## src/rtl/hbtu_pkg.sv

```systemverilog
// Shared types and codes for the half-bit-tick UART transceiver.
package hbtu_pkg;

    typedef enum logic [1:0] {
        OP_TICK = 2'd0,
        OP_SEND = 2'd1,
        OP_ACK  = 2'd2
    } t_op;

    typedef enum logic [1:0] {
        MODE_IDLE  = 2'd0,
        MODE_START = 2'd1,
        MODE_DATA  = 2'd2,
        MODE_STOP  = 2'd3
    } t_mode;

    localparam int unsigned DATA_BITS = 8;
    localparam int unsigned CNT_W     = 4;
    localparam logic [CNT_W-1:0] LAST_BIT = CNT_W'(DATA_BITS - 1);

    typedef struct packed {
        logic tx_tick;
        logic rx_tick;
        logic load;
        logic ack;
    } t_step_ctl;

endpackage

```

## src/rtl/hbtu_if.sv

```systemverilog
// Valid/ready channel interfaces for the transceiver's input and result items.
interface hbtu_in_if;
    logic       valid;
    logic       ready;
    logic [1:0] op;
    logic [7:0] tx_byte;
    logic       rx_line;

    modport source (output valid, output op, output tx_byte, output rx_line, input ready);
    modport sink   (input valid, input op, input tx_byte, input rx_line, output ready);
endinterface

interface hbtu_out_if;
    logic       valid;
    logic       ready;
    logic       tx_line;
    logic [7:0] rx_byte;
    logic       rx_ready;
    logic       rx_overrun;
    logic       tx_busy;

    modport source (output valid, output tx_line, output rx_byte, output rx_ready,
                    output rx_overrun, output tx_busy, input ready);
    modport sink   (input valid, input tx_line, input rx_byte, input rx_ready,
                    input rx_overrun, input tx_busy, output ready);
endinterface

```

## src/rtl/half_bit_tick_uart_transceiver.sv

```systemverilog
// Half-bit-tick 8N1 UART transceiver top level.
// The result item is valid the cycle after its input item is taken.
// Throughput: one item per cycle while results are taken; the state registers double as the result register.
// A new item is taken whenever no result is pending or the pending one is taken.
// Reset (synchronous, active low): line high, both framers idle, flags and phase clear.
module half_bit_tick_uart_transceiver (
    input  logic  i_clk,
    input  logic  i_rst_n,
    hbtu_in_if.sink    i_in,
    hbtu_out_if.source o_out
);
    import hbtu_pkg::*;

    logic      r_phase;
    logic      r_valid;
    logic      in_acc;
    t_step_ctl ctl;

    assign i_in.ready = !r_valid || o_out.ready;
    assign in_acc     = i_in.valid && i_in.ready;

    always_comb begin
        ctl = '0;
        if (in_acc) begin
            unique case (t_op'(i_in.op))
                OP_TICK: begin
                    ctl.tx_tick = !r_phase;
                    ctl.rx_tick = r_phase;
                end
                OP_SEND: ctl.load = 1'b1;
                OP_ACK:  ctl.ack  = 1'b1;
                default: begin
                end
            endcase
        end
    end

    always_ff @(posedge i_clk) begin
        if (!i_rst_n) begin
            r_phase <= 1'b0;
            r_valid <= 1'b0;
        end else begin
            if (ctl.tx_tick || ctl.rx_tick) begin
                r_phase <= !r_phase;
            end
            if (in_acc) begin
                r_valid <= 1'b1;
            end else if (o_out.ready) begin
                r_valid <= 1'b0;
            end
        end
    end

    hbtu_tx u_tx (
        .i_clk   (i_clk),
        .i_rst_n (i_rst_n),
        .i_ctl   (ctl),
        .i_byte  (i_in.tx_byte),
        .o_level (o_out.tx_line),
        .o_busy  (o_out.tx_busy)
    );

    hbtu_rx u_rx (
        .i_clk     (i_clk),
        .i_rst_n   (i_rst_n),
        .i_ctl     (ctl),
        .i_line    (i_in.rx_line),
        .o_byte    (o_out.rx_byte),
        .o_ready   (o_out.rx_ready),
        .o_overrun (o_out.rx_overrun)
    );

    assign o_out.valid = r_valid;

`ifndef SYNTH
    a_ack_clears: assert property (@(posedge i_clk) disable iff (!i_rst_n)
        ctl.ack |=> (!o_out.rx_ready && !o_out.rx_overrun))
        else $error("acknowledge did not clear flags");

    a_overrun_ready: assert property (@(posedge i_clk) disable iff (!i_rst_n)
        o_out.rx_overrun |-> o_out.rx_ready)
        else $error("overrun without pending byte");

    a_send_busy: assert property (@(posedge i_clk) disable iff (!i_rst_n)
        ctl.load |=> o_out.tx_busy)
        else $error("send did not start a frame");

    a_phase_hold: assert property (@(posedge i_clk) disable iff (!i_rst_n)
        (ctl.load || ctl.ack) |=> $stable(r_phase))
        else $error("phase moved on a non-tick item");

    a_result_follows: assert property (@(posedge i_clk) disable iff (!i_rst_n)
        in_acc |=> o_out.valid)
        else $error("accepted item produced no result");
`endif

endmodule

```

## src/rtl/hbtu_tx.sv

```systemverilog
// Transmit framer: start bit, eight data bits LSB first, stop bit.
module hbtu_tx (
    input  logic              i_clk,
    input  logic              i_rst_n,
    input  hbtu_pkg::t_step_ctl i_ctl,
    input  logic [7:0]        i_byte,
    output logic              o_level,
    output logic              o_busy
);
    import hbtu_pkg::*;

    t_mode            r_mode;
    logic [7:0]       r_shift;
    logic [CNT_W-1:0] r_count;
    logic             r_level;
    logic [CNT_W-1:0] n_count;

    assign n_count = r_count + CNT_W'(1);

    always_ff @(posedge i_clk) begin
        if (!i_rst_n) begin
            r_mode  <= MODE_IDLE;
            r_shift <= '0;
            r_count <= '0;
            r_level <= 1'b1;
        end else if (i_ctl.load) begin
            r_shift <= i_byte;
            r_count <= '0;
            r_mode  <= MODE_START;
        end else if (i_ctl.tx_tick) begin
            unique case (r_mode)
                MODE_START: begin
                    r_level <= 1'b0;
                    r_mode  <= MODE_DATA;
                end
                MODE_DATA: begin
                    r_level <= r_shift[0];
                    r_shift <= {1'b0, r_shift[7:1]};
                    r_count <= n_count;
                    if (n_count > LAST_BIT) begin
                        r_mode <= MODE_STOP;
                    end
                end
                MODE_STOP: begin
                    r_level <= 1'b1;
                    r_mode  <= MODE_IDLE;
                end
                default: begin
                end
            endcase
        end
    end

    assign o_level = r_level;
    assign o_busy  = (r_mode != MODE_IDLE);

endmodule

```

## src/rtl/hbtu_rx.sv

```systemverilog
// Receive deframer with holding register, ready and overrun flags.
module hbtu_rx (
    input  logic              i_clk,
    input  logic              i_rst_n,
    input  hbtu_pkg::t_step_ctl i_ctl,
    input  logic              i_line,
    output logic [7:0]        o_byte,
    output logic              o_ready,
    output logic              o_overrun
);
    import hbtu_pkg::*;

    t_mode            r_mode;
    logic [7:0]       r_shift;
    logic [CNT_W-1:0] r_count;
    logic [7:0]       r_holding;
    logic             r_ready;
    logic             r_overrun;
    logic [CNT_W-1:0] n_count;
    logic [7:0]       n_bit;

    assign n_count = r_count + CNT_W'(1);
    assign n_bit   = 8'(i_line) << r_count[2:0];

    always_ff @(posedge i_clk) begin
        if (!i_rst_n) begin
            r_mode    <= MODE_IDLE;
            r_shift   <= '0;
            r_count   <= '0;
            r_holding <= '0;
            r_ready   <= 1'b0;
            r_overrun <= 1'b0;
        end else if (i_ctl.ack) begin
            r_ready   <= 1'b0;
            r_overrun <= 1'b0;
        end else if (i_ctl.rx_tick) begin
            unique case (r_mode)
                MODE_IDLE, MODE_START: begin
                    if (r_mode == MODE_START || !i_line) begin
                        r_shift <= '0;
                        r_count <= '0;
                        r_mode  <= MODE_DATA;
                    end
                end
                MODE_DATA: begin
                    r_shift <= r_shift | n_bit;
                    r_count <= n_count;
                    if (n_count > LAST_BIT) begin
                        r_mode <= MODE_STOP;
                    end
                end
                MODE_STOP: begin
                    r_mode <= MODE_IDLE;
                    if (i_line) begin
                        if (r_ready) begin
                            r_overrun <= 1'b1;
                        end
                        r_holding <= r_shift;
                        r_ready   <= 1'b1;
                    end
                end
                default: begin
                end
            endcase
        end
    end

    assign o_byte    = r_holding;
    assign o_ready   = r_ready;
    assign o_overrun = r_overrun;

endmodule

```

## src/flat_wrapper.sv

```systemverilog
// flat-port wrapper written by rule: the top's interface ports become plain ports
module half_bit_tick_uart_transceiver_flat import hbtu_pkg::*;
  (i_clk, i_rst_n, i_in_valid, i_in_op, i_in_tx_byte, i_in_rx_line, i_in_ready, o_out_valid, o_out_tx_line, o_out_rx_byte, o_out_rx_ready, o_out_rx_overrun, o_out_tx_busy, o_out_ready);
  hbtu_in_if i_in_i ();
  hbtu_out_if o_out_i ();
  input  logic i_clk;
  input  logic i_rst_n;
  input wire logic [$bits(i_in_i.valid)-1:0] i_in_valid;
  input wire logic [$bits(i_in_i.op)-1:0] i_in_op;
  input wire logic [$bits(i_in_i.tx_byte)-1:0] i_in_tx_byte;
  input wire logic [$bits(i_in_i.rx_line)-1:0] i_in_rx_line;
  output wire logic [$bits(i_in_i.ready)-1:0] i_in_ready;
  output wire logic [$bits(o_out_i.valid)-1:0] o_out_valid;
  output wire logic [$bits(o_out_i.tx_line)-1:0] o_out_tx_line;
  output wire logic [$bits(o_out_i.rx_byte)-1:0] o_out_rx_byte;
  output wire logic [$bits(o_out_i.rx_ready)-1:0] o_out_rx_ready;
  output wire logic [$bits(o_out_i.rx_overrun)-1:0] o_out_rx_overrun;
  output wire logic [$bits(o_out_i.tx_busy)-1:0] o_out_tx_busy;
  input wire logic [$bits(o_out_i.ready)-1:0] o_out_ready;
  assign i_in_i.valid = i_in_valid;
  assign i_in_i.op = i_in_op;
  assign i_in_i.tx_byte = i_in_tx_byte;
  assign i_in_i.rx_line = i_in_rx_line;
  assign i_in_ready = i_in_i.ready;
  assign o_out_valid = o_out_i.valid;
  assign o_out_tx_line = o_out_i.tx_line;
  assign o_out_rx_byte = o_out_i.rx_byte;
  assign o_out_rx_ready = o_out_i.rx_ready;
  assign o_out_rx_overrun = o_out_i.rx_overrun;
  assign o_out_tx_busy = o_out_i.tx_busy;
  assign o_out_i.ready = o_out_ready;
  half_bit_tick_uart_transceiver u_core (.i_clk(i_clk), .i_rst_n(i_rst_n), .i_in(i_in_i), .o_out(o_out_i));
endmodule
```

## config.mk

```make
export PLATFORM = sky130hd
export DESIGN_NAME = half_bit_tick_uart_transceiver_flat
export DESIGN_NICKNAME = d
export VERILOG_FILES = /design/src/rtl/hbtu_pkg.sv /design/src/rtl/hbtu_if.sv /design/src/rtl/half_bit_tick_uart_transceiver.sv /design/src/rtl/hbtu_tx.sv /design/src/rtl/hbtu_rx.sv /design/src/flat_wrapper.sv
export SDC_FILE = /design/constraint.sdc
export NUM_CORES = 1
export LEC_CHECK = 0
export ABC_CLOCK_PERIOD_IN_PS = 4300
export BUFFER_PORTS_ARGS = -buffer_cell sky130_fd_sc_hd__buf_4
export CAP_MARGIN = 40
export CORE_MARGIN = 2
export CORE_UTILIZATION = 55
export DETAILED_ROUTE_END_ITERATION = 10
export GPL_ROUTABILITY_DRIVEN = 0
export GPL_TIMING_DRIVEN = 0
export PLACE_DENSITY = 0.81
export SLEW_MARGIN = 20
export SYNTH_ARGS = -nofsm -noshare
export SYNTH_HDL_FRONTEND = slang
export SYNTH_HIERARCHICAL = 1
export SYNTH_SLANG_ARGS = --single-unit
```

## constraint.sdc

```tcl
create_clock -name i_clk -period 4.3 [get_ports i_clk]
set_input_delay 0.86 -clock i_clk [delete_from_list [all_inputs] [get_ports i_clk]]
set_output_delay 0.86 -clock i_clk [all_outputs]
set_load 0.005 [all_outputs]
```

# Yosys cells after proc, flatten, opt, wreduce, memory -nomap -nowiden
# Index checks and enable logic that the tools add are counted.
word_totals:
  reg_bits: 41
  latch_bits: 0
  mem_bits_rw: 0
  rom_bits: 0
  mem_count: 0
classes:
  addsub: 2
  multipliers: 0
  n_div: 0
  magnitude_cmp: 2
  n_eq_ne: 12
  shift: 1
  mux: 21
  n_bitwise: 4
  reduce_logical: 29
op_table:
  columns: ["op", "count"]
  rows:
  - ["two-way mux 8 bit", 4]
  - ["case mux 8 bit (2 select lines)", 1]
  - ["AND reduction 4 bit", 4]
  - ["case mux 2 bit (3 select lines)", 2]
  - ["AND reduction 3 bit", 4]
  - ["equality test 2 bit (second input constant)", 5]
  - ["nonzero test 2 bit", 5]
  - ["adder 4 x 1 -> 4 bit (second input constant)", 2]
  - ["> comparator 4 x 3 -> 1 bit (second input constant)", 2]
  - ["two-way mux 2 bit", 4]
  - ["two-way mux 4 bit", 2]
  - ["OR 8 bit", 1]
  - ["case mux 4 bit (2 select lines)", 1]
  - ["<< shifter 1 x 3 -> 8 bit", 1]
  - ["equality test 2 x 1 -> 1 bit (second input constant)", 3]
  - ["two-way mux 1 bit", 6]
  - ["!= test 2 bit (second input constant)", 3]
  - ["OR reduction 2 bit", 3]
  - ["logical NOT 2 bit", 2]
  - ["AND reduction 2 bit", 2]
  - ["nonzero test 4 bit", 1]
  - ["logical NOT 1 bit", 3]
  - ["logical OR 1 bit", 3]
  - ["!= test 3 x 2 -> 1 bit (second input constant)", 1]
  - ["4 further kinds", 6]

# Logic depth before layout (Yosys ltp)
logic_depth:
  word_depth: 6
  ltp_mapped: 7

# Modules after synthesis
# Netlist, hierarchy kept.
modules_own_cells:
  columns: ["mod", "n_inst", "cells_each", "area_each_um2", "seq_area_each_um2"]
  rows:
  - ["hbtu_rx", 1, 126, 1086.0, 480.5]
  - ["hbtu_tx", 1, 84, 684.4, 300.3]
  - ["half_bit_tick_uart_transceiver", 1, 14, 137.6, 40.0]

# Worst setup path before layout
# Ideal clock, no wire load.
synth_timing:
  kind: "input -> register"
  from: "input i_in_op[0]"
  to: "register u_core.u_rx.r_count[1]"
  setup_time_ns: 0.115
  arrival_ns: 2.184
  path_slack_ns: 2.001
  stages: 6
  n_path_buf: 1
  path_cell_list: "nand2b_4 > nor4b_1 > and2b_1 > buf_2 > a31oi_1 > o21a_1"
synth_rtl:
  columns: ["element", "line", "text"]
  rows:
  - ["from (decl)", "flat_wrapper.sv:9", "input wire logic [$bits(i_in_i.op)-1:0] i_in_op;"]
  - ["to (signal assigned)", "hbtu_rx.sv:47", "r_count <= n_count;"]
  - ["to (decl)", "hbtu_rx.sv:15", "logic [CNT_W-1:0] r_count;"]

==> impl_metrics.ini <==
[synth]
synth_edf_count = 0
syn_nets = 243
netlist.area_leader.share_pct = 43.02
synth.distinct_cells = 46
synthFlopType = dfxtp_1
synth_area_leader_cell = dfxtp_1
synth-async-reset-ratio_pct = 0
syn_avg_cell_area_um2 = 8.518
yosys_warnings = 6
synth_area_leaders = dfxtp_1, o21ai_0, nand2_1, a31oi_1, nand3_1
syn-cell-area_um2 = 1908
yosysSeqAreaShare_pct = 43.02
ys_ff_latch = 41
netlist_instances = 224

[layout]
design_area_um2 = 2261
fin_nets = 278
layout_commonest_cell = dfxtp_1
syn_to_final_growth_pct = 18.49
diodes = 0
final_layout_size_suffix_gt1_share_pct = 20.38
final_cell_mix = dfxtp_1, buf_4, o21ai_0

[clock_tree]
clockBufferDepth = 2
hold_buffers = 0
cts_tree = yes
clkLatencyLatePin_ps = 340
clkTransAtPathRegs_ps = 120
numCtsBuffers = 5
cts.sinks = 41
h-tree-depth = 2
postCtsSetupBuffers = 0
root_buffer = clkbuf_4
cts_resized = 0

[setup_path]
cp-end-kind = flip-flop
crit_type = in2reg
required_ps = 4520
cp_common_cell = nor4b_1
path_depth = 6
worst-path-buf-inv = 1
reg2reg_depth = 5
r2r_start = u_core/o_out.valid$_SDFFE_PN0P_
critPathSlowestCell = nor4b_1
crit_chain = buf_4 -> nand2b_4 -> nor4b_1 -> nand2b_1 -> nor3_2 -> nor4b_1
r2r_setup_slack_ps = 2260
worst-path-max-fanout = 9
crit_path_max_incr_delay_ps = 590
crit_arrival_ps = 2540
startpoint_type = input pin
r2r_end = u_core/u_rx/r_count[2]$_SDFFE_PN0P_
cp_top_family = simple AND/OR/NAND/NOR gates

[sta]
drv_slew = 0
setup_slack_ps = 1979
fin_setup_tns_ps = 0
fin_hold_ws_ps = 477.9
post-route-period-util_pct = 53.97
maxSlewHeadroom_pct = 52.77
fin_skew_ps = 9.176
hold_viol_final = 0
fin_crit_ps = 2321
max_freq_mhz = 430.9
rsz0062_at_grt = no
finalSetupViolations = 0
worstMarginPinSlew_ps = 698.7

[power_and_ir_drop]
combPwrFrac_pct = 6.0
p_sw_uw = 144.6
seq_power_share_pct = 56.3
vdd_ir_drop_max_mv = 0.1737
power.density_nw_per_um2 = 304.1
p_int_uw = 542.9
power_frac_clock_pct = 37.8
swShare_pct = 21.03
leakage_uw = 0.0008388

[floorplan]
fp.coreArea_um2 = 3337
rows = 21
die_x_um = 62.90
dieArea_um2 = 3956
start_util_pct = 57.18
die_y_um = 62.90
io-pin-count = 29

[job]
cap_violations = 0

[grt]
grt_max_degree = 13
overflow = 0
grtUsageTotal_pct = 21.21
antenna_found_initial = 0
grt_pass1_wl_um = 6741
grt_pass1_vias = 1574

[min_path]
min-delay-start = u_core/u_tx/r_shift[1]$_SDFFE_PN0P_
min_to = u_core/u_tx/r_shift[0]$_SDFFE_PN0P_
min_path_type = reg2reg
min_path_cells = 2

[route]
wl_met2_um = 2007
wl_met1_um = 1715
vias = 1693
drtIter0Drc = 135
wirelength_um = 3894
route.detailed.drc = 0
wire_per_inst_um = 12.73
viasPerCell = 5.533
final_antenna_net_count = 0
dr.max_layer_used = met4
wl_met3_um = 154
drt_pass1_iterations = 4

[run_status]
status = finished clean

[place]
place_ws_ps = 1560
hpwl_um = 2795
place_area_um2 = 2176
numPortBuffers = 28
## worst reg2reg max path: cells and delay by family (launching register included)
kind	cells	cell delay, ps
flops	1	320
simple gates	5	1610
## power groups by stage
stage	registers, uW	clock network, uW	logic (uW)
CTS	387	266	41.2
global route	388	279	46.2
finish	387	260	41.0
detailed placement	396	0	41.0
global placement	395	0	40.0
floorplan	395	0	21.6
## worst max-delay path by stage
| stage | start | endpoint |
|---|---|---|
| floorplan | i_in_op[0] | u_core/u_rx/r_count[1]$_SDFFE_PN0P_ |
| global placement | i_in_op[0] | u_core/u_rx/r_count[2]$_SDFFE_PN0P_ |
| detailed placement | i_in_op[0] | u_core/u_rx/r_count[2]$_SDFFE_PN0P_ |
| CTS | i_in_op[0] | u_core/u_rx/r_count[2]$_SDFFE_PN0P_ |
| global route | i_in_op[0] | u_core/u_rx/r_count[2]$_SDFFE_PN0P_ |
| finish | i_in_op[0] | u_core/u_rx/r_count[2]$_SDFFE_PN0P_ |
## Yosys cell counts (2+ instances only)
| library cell | number |
|---|---|
| dfxtp_1 | 41 |
| o21ai_0 | 25 |
| nand2_1 | 24 |
| inv_1 | 14 |
| nand3_1 | 14 |
| a31oi_1 | 13 |
| a21oi_1 | 12 |
| nor2_1 | 10 |
| a211oi_1 | 8 |
| nor2b_1 | 6 |
| buf_2 | 4 |
| clkbuf_1 | 4 |
| ha_1 | 4 |
| xor2_1 | 4 |
| a211oi_2 | 2 |
| and2_1 | 2 |
| nand2b_1 | 2 |
| nand4_1 | 2 |
| nand4b_1 | 2 |
| nor3b_1 | 2 |
| nor4b_1 | 2 |
| o21a_1 | 2 |
| o21ai_1 | 2 |
## registers in the layout, summed over array words and instances (netlist names), 2 cells and up
name / count
u_core/u_tx/r_count: 4
u_core/u_tx/r_mode: 2
u_core/u_rx/r_count: 4
u_core/u_rx/o_byte: 8
u_core/u_tx/r_shift: 8
u_core/u_rx/r_shift: 8
u_core/u_rx/r_mode: 2
## per-stage QoR
| stage | std cells | utilization, % | power, uW |
|---|---|---|---|
| floorplan | 224 | - | 416.6 |
| global placement | 298 | 65.20 | 435.4 |
| detailed placement | 298 | 65.20 | 436.5 |
| CTS | 306 | 67.75 | 694.7 |
| global route | 306 | 67.75 | 712.2 |
| finish | 306 | 67.75 | 687.5 |
## cells by family after synthesis
family	after synthesis	synth area share, %
buffers and inverters	25	5.770
XOR/XNOR	4	1.836
adder cells (fa/ha/maj)	4	2.623
AND/OR/NAND/NOR	81	24.46
AO/OA/AOI/OAI	69	22.30
flip-flops	41	43.02
## per-layer routing
| metal | global-route usage, % | vias to the layer above |
|---|---|---|
| li1 | - | 866 |
| met1 | 26.16 | 795 |
| met2 | 34.71 | 30 |
| met3 | 5.946 | 2 |
| met4 | 8.611 | 0 |
| met5 | 0 | - |
## cell type report
| type | instances | area [um^2] |
|---|---|---|
| fill | 289 | 1076 |
| multi-input combinational | 158 | 977.2 |
| sequential | 41 | 820.8 |
| timing repair buffer | 28 | 210.2 |
| tap | 46 | 57.56 |
| inverter | 15 | 56.30 |
| clock buffer | 7 | 55.05 |
| buffer | 10 | 53.80 |
| clock inverter | 1 | 30.03 |
No activity file was read; power rests on OpenSTA's default activity.
